--- config.mk ---
export PLATFORM = sky130hd
export DESIGN_NAME = serial_gauge_frame_parser
export DESIGN_NICKNAME = d
export VERILOG_FILES = /design/src/rtl/sgfp_pkg.sv /design/src/rtl/sgfp_front.sv /design/src/rtl/sgfp_queue.sv /design/src/rtl/sgfp_back.sv /design/src/rtl/serial_gauge_frame_parser.sv
export SDC_FILE = /design/constraint.sdc
export NUM_CORES = 1
export LEC_CHECK = 0
export BUFFER_PORTS_ARGS = -buffer_cell sky130_fd_sc_hd__buf_4
export CORE_MARGIN = 2
export CORE_UTILIZATION = 60
export DETAILED_ROUTE_END_ITERATION = 7
export PLACE_DENSITY = 0.81
export SYNTH_ARGS = -nofsm -noshare
export SYNTH_HDL_FRONTEND = slang
export SYNTH_SLANG_ARGS = --single-unit
export TNS_END_PERCENT = 10
--- constraint.sdc ---
create_clock -name clk -period 6.6 [get_ports clk]
set_clock_uncertainty 0.2 [all_clocks]
set_input_delay 0 -clock clk [delete_from_list [all_inputs] [get_ports clk]]
set_output_delay 0 -clock clk [all_outputs]
set_load 0.05 [all_outputs]
--- src/rtl/sgfp_pkg.sv ---
`default_nettype none
package sgfp_pkg;

  // frame length: start byte included, checksum byte not
  localparam int FRAME_BYTES = 7;
  localparam int CNT_W       = $clog2(FRAME_BYTES + 1);

  localparam logic [7:0] START_BYTE = 8'd2;
  localparam logic [CNT_W-1:0] TACHO_POS = CNT_W'(2);
  localparam logic [CNT_W-1:0] SPEED_POS = CNT_W'(3);
  localparam logic signed [15:0] TACHO_SCALE = 16'sd100;
  localparam logic signed [15:0] TACHO_RESET = -16'sd1;
  localparam logic signed [8:0]  SPEED_RESET = -9'sd1;

  localparam int QDEPTH = 2;
  localparam int QPTR_W = (QDEPTH > 1) ? $clog2(QDEPTH) : 1;
  localparam int QCNT_W = $clog2(QDEPTH + 1);

  // one completed frame, handed from front to back
  typedef struct packed {
    logic       ok;
    logic [7:0] tacho_byte;
    logic [7:0] speed_byte;
  } frm_t;

endpackage
`default_nettype wire

--- src/rtl/sgfp_front.sv ---
`default_nettype none
module sgfp_front
  import sgfp_pkg::*;
(
  input  wire logic       clk,
  input  wire logic       rst_n,
  input  wire logic       acc,
  input  wire logic [7:0] rx_byte,
  output logic            push,
  output frm_t            push_frm
);

  logic [CNT_W-1:0] cnt_r, cnt_nxt;
  logic [7:0]       sum_r, sum_nxt;
  logic [7:0]       tb_r, tb_nxt;
  logic [7:0]       sb_r, sb_nxt;

  always_comb begin
    cnt_nxt = cnt_r;
    sum_nxt = sum_r;
    tb_nxt  = tb_r;
    sb_nxt  = sb_r;
    push    = 1'b0;
    push_frm.ok         = (sum_r == rx_byte);
    push_frm.tacho_byte = tb_r;
    push_frm.speed_byte = sb_r;
    if (acc) begin
      priority if (cnt_r == '0 && rx_byte != START_BYTE) begin
        // idle, not a start byte: dropped
      end else if (cnt_r < CNT_W'(FRAME_BYTES)) begin
        if (cnt_r == TACHO_POS) tb_nxt = rx_byte;
        if (cnt_r == SPEED_POS) sb_nxt = rx_byte;
        sum_nxt = sum_r + rx_byte;
        cnt_nxt = cnt_r + CNT_W'(1);
      end else begin
        // checksum word closes the frame
        push    = 1'b1;
        cnt_nxt = '0;
        sum_nxt = '0;
        tb_nxt  = '0;
        sb_nxt  = '0;
      end
    end
  end

  always_ff @(posedge clk) begin
    if (!rst_n) begin
      cnt_r <= '0;
      sum_r <= '0;
      tb_r  <= '0;
      sb_r  <= '0;
    end else begin
      cnt_r <= cnt_nxt;
      sum_r <= sum_nxt;
      tb_r  <= tb_nxt;
      sb_r  <= sb_nxt;
    end
  end

endmodule
`default_nettype wire

--- src/rtl/sgfp_queue.sv ---
`default_nettype none
module sgfp_queue
  import sgfp_pkg::*;
(
  input  wire logic clk,
  input  wire logic rst_n,
  input  wire logic push,
  input  wire frm_t push_frm,
  output logic      full,
  output logic      pop_valid,
  output frm_t      pop_frm,
  input  wire logic pop
);

  frm_t              slot_r [QDEPTH];
  logic [QPTR_W-1:0] wr_ptr_r, wr_ptr_nxt;
  logic [QPTR_W-1:0] rd_ptr_r, rd_ptr_nxt;
  logic [QCNT_W-1:0] cnt_r, cnt_nxt;
  logic              do_push, do_pop;

  assign full      = (cnt_r == QCNT_W'(QDEPTH));
  assign pop_valid = (cnt_r != '0);
  assign pop_frm   = slot_r[rd_ptr_r];
  assign do_push   = push && !full;
  assign do_pop    = pop && pop_valid;

  always_comb begin
    wr_ptr_nxt = wr_ptr_r;
    rd_ptr_nxt = rd_ptr_r;
    cnt_nxt    = cnt_r;
    if (do_push) begin
      wr_ptr_nxt = (wr_ptr_r == QPTR_W'(QDEPTH - 1)) ? '0 : wr_ptr_r + QPTR_W'(1);
    end
    if (do_pop) begin
      rd_ptr_nxt = (rd_ptr_r == QPTR_W'(QDEPTH - 1)) ? '0 : rd_ptr_r + QPTR_W'(1);
    end
    unique case ({do_push, do_pop})
      2'b10:   cnt_nxt = cnt_r + QCNT_W'(1);
      2'b01:   cnt_nxt = cnt_r - QCNT_W'(1);
      default: cnt_nxt = cnt_r;
    endcase
  end

  always_ff @(posedge clk) begin
    if (!rst_n) begin
      wr_ptr_r <= '0;
      rd_ptr_r <= '0;
      cnt_r    <= '0;
    end else begin
      wr_ptr_r <= wr_ptr_nxt;
      rd_ptr_r <= rd_ptr_nxt;
      cnt_r    <= cnt_nxt;
    end
  end

  always_ff @(posedge clk) begin
    if (do_push) slot_r[wr_ptr_r] <= push_frm;
  end

endmodule
`default_nettype wire

--- src/rtl/sgfp_back.sv ---
`default_nettype none
module sgfp_back
  import sgfp_pkg::*;
(
  input  wire logic         clk,
  input  wire logic         rst_n,
  input  wire logic         frm_valid,
  input  wire frm_t         frm,
  output logic              frm_pop,
  output logic              out_valid,
  input  wire logic         out_ready,
  output logic              out_checksum_ok,
  output logic signed [15:0] out_tacho_value,
  output logic              out_tacho_changed,
  output logic signed [8:0] out_speed_value,
  output logic              out_speed_changed
);

  logic signed [15:0] last_tacho_r, last_tacho_nxt;
  logic signed [8:0]  last_speed_r, last_speed_nxt;
  logic               out_valid_r;
  logic               ok_r, tch_r, sch_r;
  logic signed [15:0] tacho_m1, new_tacho;
  logic signed [8:0]  new_speed;
  logic               tch, sch;

  assign frm_pop = frm_valid && (!out_valid_r || out_ready);

  always_comb begin
    tacho_m1  = signed'({8'd0, frm.tacho_byte}) - 16'sd1;
    new_tacho = 16'(tacho_m1 * TACHO_SCALE);
    new_speed = signed'({1'b0, frm.speed_byte}) - 9'sd1;
    tch = frm.ok && (new_tacho != last_tacho_r);
    sch = frm.ok && (new_speed != last_speed_r);
    last_tacho_nxt = tch ? new_tacho : last_tacho_r;
    last_speed_nxt = sch ? new_speed : last_speed_r;
  end

  always_ff @(posedge clk) begin
    if (!rst_n) begin
      out_valid_r  <= 1'b0;
      last_tacho_r <= TACHO_RESET;
      last_speed_r <= SPEED_RESET;
    end else begin
      if (frm_pop) begin
        out_valid_r  <= 1'b1;
        last_tacho_r <= last_tacho_nxt;
        last_speed_r <= last_speed_nxt;
      end else if (out_ready) begin
        out_valid_r <= 1'b0;
      end
    end
  end

  always_ff @(posedge clk) begin
    if (frm_pop) begin
      ok_r  <= frm.ok;
      tch_r <= tch;
      sch_r <= sch;
    end
  end

  assign out_valid         = out_valid_r;
  assign out_checksum_ok   = ok_r;
  assign out_tacho_value   = last_tacho_r;
  assign out_tacho_changed = tch_r;
  assign out_speed_value   = last_speed_r;
  assign out_speed_changed = sch_r;

endmodule
`default_nettype wire

--- src/rtl/serial_gauge_frame_parser.sv ---
// channel  direction  word                         handshake
// in       input      rx_byte                      in_valid / in_ready
// out      output     checksum_ok, tacho, speed    out_valid / out_ready
//
// one byte is taken per cycle; the running sum finishes each byte in its cycle
// a completed frame goes through a two-entry queue to the back end, which
// updates the gauge values and loads them into the output registers
// in_ready drops only while the queue is full; out_ready low stalls the back end
// synchronous active-low reset: idle frame, values at -1, no result pending
`default_nettype none
module serial_gauge_frame_parser
  import sgfp_pkg::*;
(
  input  wire logic         clk,
  input  wire logic         rst_n,
  input  wire logic         in_valid,
  output logic              in_ready,
  input  wire logic [7:0]   in_rx_byte,
  output logic              out_valid,
  input  wire logic         out_ready,
  output logic              out_checksum_ok,
  output logic signed [15:0] out_tacho_value,
  output logic              out_tacho_changed,
  output logic signed [8:0] out_speed_value,
  output logic              out_speed_changed
);

  logic q_full, push, pop_valid, pop;
  frm_t push_frm, pop_frm;

  assign in_ready = !q_full;

  sgfp_front u_front (
    .clk      (clk),
    .rst_n    (rst_n),
    .acc      (in_valid && in_ready),
    .rx_byte  (in_rx_byte),
    .push     (push),
    .push_frm (push_frm)
  );

  sgfp_queue u_queue (
    .clk       (clk),
    .rst_n     (rst_n),
    .push      (push),
    .push_frm  (push_frm),
    .full      (q_full),
    .pop_valid (pop_valid),
    .pop_frm   (pop_frm),
    .pop       (pop)
  );

  sgfp_back u_back (
    .clk               (clk),
    .rst_n             (rst_n),
    .frm_valid         (pop_valid),
    .frm               (pop_frm),
    .frm_pop           (pop),
    .out_valid         (out_valid),
    .out_ready         (out_ready),
    .out_checksum_ok   (out_checksum_ok),
    .out_tacho_value   (out_tacho_value),
    .out_tacho_changed (out_tacho_changed),
    .out_speed_value   (out_speed_value),
    .out_speed_changed (out_speed_changed)
  );

endmodule
`default_nettype wire
Yosys cells after proc, flatten, opt, wreduce, memory -nomap -nowiden:

Memories as Yosys holds them, arrays and structs flattened. A register that Yosys moved wholly into a read port is not among the register bits.
Cells that the tools add are included.

* input bits: 12
* output and inout bits: 30
* memories kept: 1
* RAM bits: 34
* word-level logic and storage cells: 73
* register bits after elaboration: 60

* bitwise gates (word level): 1
* reductions and logical operators: 19
* eq/ne operators: 11
* $lt $le $gt $ge: 1
* $mul: 1
* add/sub/neg operators: 8
* muxes and demuxes: 18

Memory list
* u_queue.slot_r: words 2, width 17, rd ports 1, clocked after Yosys merged registers in 1, wr ports 1, line sgfp_queue.sv:15 `frm_t slot_r [QDEPTH];`

Operators with widths (number)
* two-way mux 8 bit: 5
* subtractor 8 x 1 -> 9 bit, second input constant: 2
* multiplier 16 x 6 -> 14 bit, second input constant: 1
* != test 16 bit: 1
* two-way mux 1 bit: 11
* != test 9 bit: 1
* adder 8 bit: 1
* == test 8 bit: 1
* != test 8 x 2 -> 1 bit, second input constant: 1
* logical AND 1 bit: 7
* == test 3 x 2 -> 1 bit, second input constant: 2
* AND reduction 2 bit: 3
* AND reduction 3 bit: 2
* nonzero test 2 bit: 3
* == test 2 bit, second input constant: 2
* != test 2 bit, second input constant: 2
* case mux 2 bit (2 select lines): 1
* adder 3 x 1 -> 3 bit, second input constant: 1
* zero test 3 bit: 1
* less-than comparator 3 bit, second input constant: 1
* two-way mux 3 bit: 1
* adder 1 bit, second input constant: 2
* adder 2 x 1 -> 2 bit, second input constant: 1
* == test 2 x 1 -> 1 bit, second input constant: 1
* other kinds (4): 5

Depth between registers and ports, before layout:

Gate-level depths: netlist (run 1).

* depth in word-level cells: 7
* gate-level depth with buffers: 23
* mapped depth without buffers: 19

By module:

A second synthesis (run 1) with hierarchy kept.

* cell total of the unflattened synthesis: 571
* area total of the unflattened synthesis: 5671.7 µm²

Modules (own cells, without submodules)
* sgfp_back: times used 1, seq. area each 590.6 µm², area an instance 2733.9 µm², cells an instance 317
* sgfp_front: times used 1, seq. area each 540.5 µm², area an instance 1466.4 µm², cells an instance 173
* sgfp_queue: times used 1, seq. area each 1121.1 µm², area an instance 1461.4 µm², cells an instance 79
* serial_gauge_frame_parser: times used 1, seq. area each 0.0 µm², area an instance 10.0 µm², cells an instance 2

Worst setup path after synthesis (run 1):

No wires, ideal clock.

* path kind: flip-flop to flip-flop
* from: register with a tool-made name
* to: register u_back.last_tacho_r[10], in the netlist u_back.out_tacho_value[10]
* cell stages (with the launch flop): 21
* arrival time: 5.240 ns
* path buffers: 3
* slack: 1.039 ns
* period minus slack after synthesis: 5.561 ns
* data required time: 6.278 ns
* library setup time: 0.122 ns
* cells stage by stage: dfxtp_1 > buf_4 > buf_2 > mux2i_1 > ha_1 > o211ai_2 > nor2_1 > xnor2_1 > mux2i_1 > ha_1 > fa_1 > ha_1 > ha_1 > clkbuf_1 > a21oi_1 > o22ai_1 > o41ai_1 > xnor3_1 > nand4b_1 > o21a_1 > o32a_1

RTL lines
* end signal, assigned: line sgfp_back.sv:47 `last_tacho_r <= last_tacho_nxt;`
* end, declared: line sgfp_back.sv:19 `logic signed [15:0] last_tacho_r, last_tacho_nxt;`

==> impl_metrics.py, run 1 <==
metrics = {
    "logic_synthesis": {
        "synth_cell_types": 57,
        "yosysWarnings": 0,
        "synthMuxAreaShare_pct": 4.32,
        "yosys.area_share.simple_pct": 19.2,
        "synth_nets": 625,
        "synth_edf_count": 37,
        "synth_cells": 565,
        "synth_top_family_by_area": "simple AND/OR/NAND/NOR gates",
        "synth_compound_gate_area_share_pct": 10.8,
        "syn_area_um2": 5560,
        "synth-seq-area-share_pct": 40.5,
        "synth-seq-cells": 94,
        "async_reset_ff_share_pct": 0,
        "ys.flop_type": "dfxtp_1",
        "synth_adder_area_share_pct": 11.9,
        "avgSynthCellArea_um2": 9.85,
        "synth_xor_area_share_pct": 10.1,
    },
    "route": {
        "vias_per_cell": 6.02,
        "route.detailed.drc": 0,
        "drt_first_pass_iters": 4,
        "wl_um": 11900,
        "num_vias": 4371,
        "routedWlPerCell_um": 16.4,
        "first_iter_violations": 236,
        "postRouteAntennaNets": 0,
    },
    "global_routing": {
        "grt_use_total_pct": 25.0,
        "grt_pass1_vias": 4282,
        "gr-total-overflow": 0,
        "antenna_found_initial": 0,
        "met1_usage_pct": 30.4,
        "grtUsageMet3_pct": 4.39,
        "busiest_layer": "met2",
        "grt_max_degree": 53,
        "grtUsageMet2_pct": 45.9,
        "grt_pass1_wl_um": 20100,
    },
    "die": {
        "core_um2": 9110,
        "die-height_um": 100,
        "dieArea_um2": 10100,
        "rows": 35,
        "ioPinCount": 42,
        "die_w_um": 100,
        "floorplan.initialDensity_pct": 61.1,
    },
    "clock_tree": {
        "clock_latency_ps": 360,
        "clk_pin_slew_worst_paths_ps": 90,
        "cts.path.max_buffers": 2,
        "cts_tree": "built",
        "cts_buffers": 9,
        "clockRootBuffer": "clkbuf_8",
        "cts_max_level": 3,
        "cts.sinks": 94,
    },
    "setup_path": {
        "reg2regPathDepth": 18,
        "crit_type": "flip-flop to flip-flop",
        "critPathArrivalTime_ps": 6100,
        "crit_required_ps": 6690,
        "r2r_slack_ps": 590,
        "cp_slowest_cell": "o41ai_1",
        "end_kind": "flip-flop",
        "cp-start-kind": "flip-flop",
        "cp_max_fo": 20,
        "cpPeakStageDelay_ps": 590,
        "cp_cell_sequence": "mux2i_1 -> buf_4 -> nand2_1 -> or3_1 -> xor2_1 -> ha_1 -> inv_1 -> fa_1 -> inv_1 -> ha_1 -> ha_1 -> inv_1 -> o22ai_1 -> o41ai_1 -> xnor3_1 -> nand3b_1 -> and3_1 -> nor3_1",
        "r2r_end": "u_back.out_tacho_value[3]",
        "endpoint": "u_back.out_tacho_value[3]",
    },
    "min_path": {
        "min_path_type": "flip-flop to flip-flop",
    },
    "final_layout": {
        "antenna_cells": 0,
        "areaGrowthSynthToFinish_pct": 12.4,
        "drive_gt1_share_pct": 12.5,
        "final_nets": 670,
    },
    "sta": {
        "post-route-period-util_pct": 91.0,
        "setup_viol": 0,
        "min_period_ps": 6010,
        "hold_viol": 0,
        "grt_setup_unrepaired": "false",
        "timing_worst_slew_pin_value_ps": 1070,
        "finalMaxSlewViolations": 0,
        "setup_tns_ps": 0,
        "max_slew_margin_pct": 27.9,
        "clock.fmax_ghz": 0.166,
    },
    "place": {
        "dp.final_hpwl_um": 8840,
        "io_buffers": 41,
        "finalWeightedCongestion": 0.852,
    },
    "flow_run": {
        "maxCapViolations": 0,
    },
    "outcome": {
        "status": "finished, final reports clean",
    },
}
[timing repair]
item / CTS / global route
gates resized for setup: 0 / 1
setup endpoints to repair: 0 / 10
setup buffers: 0 / 0
hold buffers: 11 / 0
hold endpoints to repair: 32 / 0
[worst max-delay path, delay by kind of cell (launching register included)]
kind | cells | cell delay (ps)
mux | 1 | 250
fa+ha+maj | 4 | 1380
xor+xnor | 2 | 730
compound gates | 2 | 700
buf+inv | 4 | 500
simple gates | 5 | 1600
flops | 1 | 570
[cells in the mapped netlist, types with 15 or more instances]
cell | instances | area share [%]
inv_1 | 23 | 1.6
nor4_1 | 23 | 2.6
xor2_1 | 23 | 3.6
clkbuf_1 | 15 | 1.0
edfxtp_1 | 37 | 20
nand2_1 | 42 | 2.8
ha_1 | 40 | 9.0
dfxtp_1 | 57 | 21
xnor2_1 | 31 | 4.9
nor2_1 | 54 | 3.6
nor3_1 | 25 | 2.2
mux2i_1 | 15 | 2.7
nand3_1 | 16 | 1.4
a21oi_1 | 25 | 2.2
[cells by family after synthesis]
group | count (synthesis)
DFF | 94
and+or+nand+nor | 208
adders and majority gates | 48
buffers and inverters | 45
AOI/OAI and AO/OA | 90
muxes | 22
xor gates and xnor gates | 58
[worst min path at each step]
stage / from / to / cells past startpoint
floorplan: in_rx_byte[0] / u_front.tb_r[0] / 2
global placement: rst_n / u_back.out_tacho_value[1] / 2
detailed placement: rst_n / u_back.out_tacho_value[1] / 2
CTS: in_rx_byte[0] / u_front.tb_r[0] / 4
global route: u_front.tb_r[1] / u_queue.slot_r[1][9] / 0
finish: u_front.tb_r[5] / u_queue.slot_r[1][13] / 0
[registers in the layout, summed over array words and instances (netlist names), named ones only]
signal                    flops
u_queue.slot_r               34
u_front.sb_r                  8
u_front.cnt_r                 3
u_back.out_speed_changed      1
u_back.out_checksum_ok        1
u_queue.cnt_r                 2
u_front.sum_r                 8
u_front.tb_r                  8
u_back.out_valid              1
u_back.out_tacho_changed      1
u_queue.rd_ptr_r              1
u_back.out_speed_value        9
u_back.out_tacho_value       15
u_queue.wr_ptr_r              1
[cell type report]
type / instances / area (µm²)
multi-input cells: 426 / 3130
fillers: 677 / 2850
flip-flops and latches: 94 / 2250
repair buffers: 56 / 448
well taps: 111 / 139
clock buffers: 10 / 128
inverters: 23 / 86.3
clock inverters: 6 / 68.8
[metrics by stage]
step / std cells / utilization [%] / hold slack, ps / setup slack [ps] / cell area [µm²]
2_1_floorplan: 565 / - / -51.7 / 1040 / 5560
3_3_place_gp: 699 / 65.3 / 69.2 / 553 / 5950
3_5_place_dp: 699 / 65.3 / 82.1 / 397 / 5950
4_1_cts: 726 / 68.7 / 255 / 356 / 6250
5_1_grt: 726 / 68.7 / 281 / 164 / 6250
6_report: 726 / 68.7 / 264 / 593 / 6250
[cells in the final DEF (no fill, tap or decap), drive strengths merged, types with 5 or more instances in the layout]
cell          n
nor3         25
xnor2        31
or3           5
edfxtp       37
and3          6
o22ai         6
o211ai        5
o21ai        14
xor2         23
nand3        16
nand2b        5
nor3b        10
inv          26
dlygate4sd3  11
nor2b         9
fa            8
mux2          6
nor2         54
a22oi        12
mux2i        16
ha           40
nand2        42
a21oi        25
o32ai         6
clkbuf       10
nor4         23
dfxtp        57
buf          45
[routing by layer]
metal | up-vias | routed length [µm]
li1 | 2136 | -
met2 | 141 | 6070
met4 | 0 | 146
met5 | - | 0
met3 | 12 | 601
met1 | 2082 | 5060
Power of run 1 is left out: the tool's default activity adds up to more than one toggle a clock period on the data nets, which glitch-free logic cannot reach.
==> inputs of run 2 (changes only) <==
--- a/config.mk
+++ b/config.mk
@@ -6,7 +6,6 @@
 export NUM_CORES = 1
 export LEC_CHECK = 0
 export BUFFER_PORTS_ARGS = -buffer_cell sky130_fd_sc_hd__buf_4
-export CORE_MARGIN = 2
 export CORE_UTILIZATION = 60
 export DETAILED_ROUTE_END_ITERATION = 7
 export PLACE_DENSITY = 0.81
==> impl_metrics.py, run 2 (synthesized netlist as in run 1, its figures left out) <==
metrics = {
    "final_layout": {
        "final_cell_mix": "dfxtp_1, nor2_1, buf_4",
        "drive_gt1_share_pct": 12.5,
        "final_cell_count_no_fill": 723,
        "largest_reg_flops": 34,
        "fin_util_pct": 70.9,
        "final_nets": 670,
        "antenna_cells": 0,
        "largest_register": "u_queue.slot_r",
        "multi_input_area_um2": 3130,
        "final-seq-area_um2": 2250,
        "areaGrowthSynthToFinish_pct": 12.8,
        "fillers": 652,
        "mostFrequentLayoutCell": "dfxtp_1",
    },
    "route": {
        "first_iter_violations": 193,
        "num_vias": 4410,
        "wl_um": 12000,
        "vias_per_cell": 6.10,
        "route.detailed.drc": 0,
        "postRouteAntennaNets": 0,
        "routedWlPerCell_um": 16.6,
        "drt_first_pass_iters": 7,
    },
    "outcome": {
        "status": "finished, final reports clean",
    },
    "global_routing": {
        "antenna_found_initial": 0,
        "grt_pass1_vias": 4292,
        "grt_pass1_wl_um": 20100,
        "gr-total-overflow": 0,
        "grt_max_degree": 53,
        "grt_use_total_pct": 26.1,
    },
    "setup_path": {
        "cp_max_fo": 20,
        "cp_cell_sequence": "mux2i_1 -> ha_1 -> o211ai_2 -> nor2_1 -> xnor2_1 -> mux2i_1 -> inv_1 -> fa_1 -> inv_1 -> ha_1 -> fa_1 -> a21oi_1 -> o22ai_1 -> o41ai_1 -> xnor3_1 -> nand3b_1 -> and3_1 -> nor3_1",
        "end_kind": "flip-flop",
        "cp_slowest_cell": "dfxtp_2",
        "cpPeakStageDelay_ps": 560,
        "crit_type": "flip-flop to flip-flop",
        "cp-start-kind": "flip-flop",
        "crit_required_ps": 6690,
        "reg2regPathDepth": 18,
        "critPathArrivalTime_ps": 6010,
    },
    "die": {
        "die_w_um": 98.3,
        "rows": 34,
        "core_um2": 8850,
        "die-height_um": 98.3,
        "floorplan.initialDensity_pct": 62.9,
        "ioPinCount": 42,
        "dieArea_um2": 9660,
    },
    "clock_tree": {
        "cts.path.max_buffers": 2,
        "cts.sinks": 94,
        "cts_buffers": 9,
        "post-cts-setup-buffers": 0,
        "cts_max_level": 3,
        "clockRootBuffer": "clkbuf_8",
        "clk_pin_slew_worst_paths_ps": 90,
        "clock_latency_ps": 370,
        "cts_tree": "built",
    },
    "place": {
        "finalWeightedCongestion": 0.902,
        "dp.cells": 696,
        "dp.final_hpwl_um": 8900,
        "io_buffers": 41,
    },
    "sta": {
        "setup_tns_ps": 0,
        "setup_viol": 0,
        "finalMaxSlewViolations": 0,
        "clock.fmax_ghz": 0.169,
        "whs_ps": 251,
        "post-route-period-util_pct": 89.7,
        "hold_viol": 0,
        "min_period_ps": 5920,
        "grt_setup_unrepaired": "false",
        "timing_worst_slew_pin_value_ps": 1020,
        "max_slew_margin_pct": 31.6,
    },
    "min_path": {
        "min_path_type": "primary input to flip-flop",
        "hold_depth": 3,
    },
    "flow_run": {
        "maxCapViolations": 0,
    },
}
-- run 2: cell types whose count changed in the layout (fill, tap and decap cells not counted), sizes merged --
cell / before / now
clkinv: 2 / 1
bufinv: 1 / 2
-- run 2: per-stage QoR --
step,worst slack (ps),area [µm²]
after floorplan,1040,5560
after global placement,628,5940
after detailed placement,435,5940
after CTS,400,6270
after global routing,103,6280
final,680,6280
-- run 2: cell type report --
cell class	instances	share of cell area [%]
Clock buffer	10	2.03
Clock inverter	6	1.50
Inverter	23	1.38
Multi-Input combinational cell	426	49.9
Sequential cell	94	35.9
Tap cell	108	2.15
Timing Repair Buffer	56	7.14
-- run 2: metal layers --
layer  global-route usage [%]  vias to the layer above  share of wire [%]
met3                     4.94                       30                3.9
met1                     30.4                     2112                 42
met2                     47.5                      122                 52
li1                         -                     2146                  -
met4                     9.64                        0                2.7
met5                        0                        -                  0
-- run 2: repair_timing --
action	4_1_cts	5_1_grt
resized for setup	0	1
hold endpoints to repair	32	0
endpoints found under the setup margin	0	11
hold buffers	11	0
-- run 2: final timing paths --
path                   start                         to  slack, ps
min                    rst_n  u_back.out_tacho_value[1]        250
max                flip-flop  u_back.out_tacho_value[3]        680
min reg2reg  u_front.sb_r[5]       u_queue.slot_r[1][5]        270
max reg2reg        flip-flop  u_back.out_tacho_value[3]        680
-- run 2: worst max-delay path, delay by kind of cell (launching register included) --
kind / cells / cell delay [ps]
buf+inv: 2 / 150
mux: 2 / 600
compound gates: 4 / 1010
simple gates: 4 / 1250
fa+ha+maj: 4 / 1660
xor+xnor: 2 / 410
flops: 1 / 560
Power of run 2 is left out for the same reason.
==> inputs of run 3 (changes only) <==
==> constraint.sdc (replaced) <==
create_clock -name clk -period 6.4 [get_ports clk]
set_clock_uncertainty 0.2 [all_clocks]
set_input_delay 0 -clock clk [delete_from_list [all_inputs] [get_ports clk]]
set_output_delay 0 -clock clk [all_outputs]
set_load 0.05 [all_outputs]
==> impl_metrics.py, run 3 (synthesized netlist as in run 1, its figures left out) <==
metrics = {
    "outcome": {
        "status": "complete, but fails checks",
        "violations": "DRC",
    },
    "setup_path": {
        "cp-start-kind": "flip-flop",
        "crit_type": "flip-flop to flip-flop",
        "cp_num_buf_inv": 2,
        "cpPeakStageDelay_ps": 570,
        "cp_max_fo": 20,
        "cp_slowest_cell": "fa_1",
        "crit_required_ps": 6490,
        "crit_family": "simple AND/OR/NAND/NOR gates",
        "critPathArrivalTime_ps": 5910,
        "cp_cell_sequence": "mux2i_1 -> ha_1 -> o211ai_2 -> nor2_1 -> xnor2_1 -> mux2i_1 -> inv_1 -> fa_1 -> inv_1 -> ha_1 -> fa_1 -> xor2_1 -> nor4_1 -> nand4_1 -> nor4_1 -> nand3b_1 -> and3_1 -> nor3_1",
        "end_kind": "flip-flop",
    },
    "clock_tree": {
        "cts_buffers": 9,
        "cts.sinks": 94,
        "cts.path.max_buffers": 2,
        "cts_tree": "built",
        "post-cts-setup-buffers": 0,
        "cts_max_level": 3,
        "clock_latency_ps": 360,
        "clockRootBuffer": "clkbuf_8",
        "clk_pin_slew_worst_paths_ps": 100,
    },
    "final_layout": {
        "drive_gt1_share_pct": 13.1,
        "fillers": 663,
        "antenna_cells": 0,
        "final_cell_mix": "dfxtp_1, nor2_1, buf_4",
        "final_nets": 674,
        "mostFrequentLayoutCell": "dfxtp_1",
        "areaGrowthSynthToFinish_pct": 13.0,
        "design_area_um2": 6280,
        "largest_register": "u_queue.slot_r",
        "largest_reg_flops": 34,
    },
    "die": {
        "rows": 34,
        "die-height_um": 98.3,
        "dieArea_um2": 9660,
        "core_um2": 8850,
        "die_w_um": 98.3,
        "floorplan.initialDensity_pct": 62.9,
        "ioPinCount": 42,
    },
    "global_routing": {
        "grt_pass1_wl_um": 19800,
        "gr-total-overflow": 0,
        "grt_pass1_vias": 4281,
        "antenna_found_initial": 0,
        "grt_use_total_pct": 25.6,
        "grt_max_degree": 53,
    },
    "route": {
        "first_iter_violations": 202,
        "drt_first_pass_iters": 8,
        "num_vias": 4314,
        "routedWlPerCell_um": 16.2,
        "wl_um": 11800,
        "postRouteAntennaNets": 0,
        "route.detailed.drc": 2,
        "vias_per_cell": 5.93,
    },
    "flow_run": {
        "maxCapViolations": 0,
    },
    "sta": {
        "timing_worst_slew_pin_value_ps": 1000,
        "post-route-period-util_pct": 91.0,
        "grt_setup_unrepaired": "false",
        "min_period_ps": 5830,
        "hold_viol": 0,
        "clock.fmax_ghz": 0.172,
        "max_slew_margin_pct": 32.7,
        "setup_tns_ps": 0,
        "finalMaxSlewViolations": 0,
        "setup_viol": 0,
    },
    "min_path": {
        "min_path_type": "flip-flop to flip-flop",
    },
    "place": {
        "dp.final_hpwl_um": 8810,
        "io_buffers": 41,
        "dpl_cell_area_um2": 5960,
        "finalWeightedCongestion": 0.945,
    },
}
run 3: final cells by class:
type,count,area (µm²),area share [%]
clock buffer,9,124,1.97
clock inverter,7,63.8,1.02
inverter,23,86.3,1.37
multi-input combinational,426,3140,50.0
sequential,94,2250,35.9
tap,108,135,2.15
timing repair buffer,60,483,7.68
run 3: worst paths after layout:
check	start	to	slack (ps)	depth (start not counted)
min	u_front.sum_r[6]	u_front.sum_r[6]	270	2
min reg2reg	u_front.sum_r[6]	u_front.sum_r[6]	270	2
max reg2reg	flip-flop	u_back.out_tacho_value[3]	570	18
max	flip-flop	u_back.out_tacho_value[3]	570	18
run 3: worst reg2reg max path, delay by kind of cell (launching register included):
family                   cells  cell delay, ps
adder cells (fa/ha/maj)      4            1740
XOR/XNOR                     2             250
flip-flops                   1             560
AO/OA/AOI/OAI                1             150
buffers and inverters        2             170
multiplexers                 2             690
AND/OR/NAND/NOR              7            2010
run 3: layer usage:
layer	vias up	GRT usage, %	share of wire, %
li1	2151	-	-
met1	2015	31.1	42
met2	116	45.3	51
met3	32	3.58	4.0
met4	0	11.4	3.2
met5	-	0	0
run 3: per-stage QoR:
step / worst slack, ps / utilization (%) / hold WS (ps) / instances
after floorplan: 839 / - / -51.7 / 565
after global placement: 493 / 67.3 / 70.3 / 698
after detailed placement: 343 / 67.3 / 89.3 / 698
after CTS: 254 / 70.9 / 261 / 727
after global routing: 24.9 / 71.0 / 276 / 727
final: 575 / 71.0 / 265 / 727
run 3: what timing repair did:
action,4_1_cts,5_1_grt
setup endpoints to repair,0,12
endpoints found under the hold margin,32,0
hold buffers,13,0
gates resized for setup,0,2
Power of run 3 is left out for the same reason.
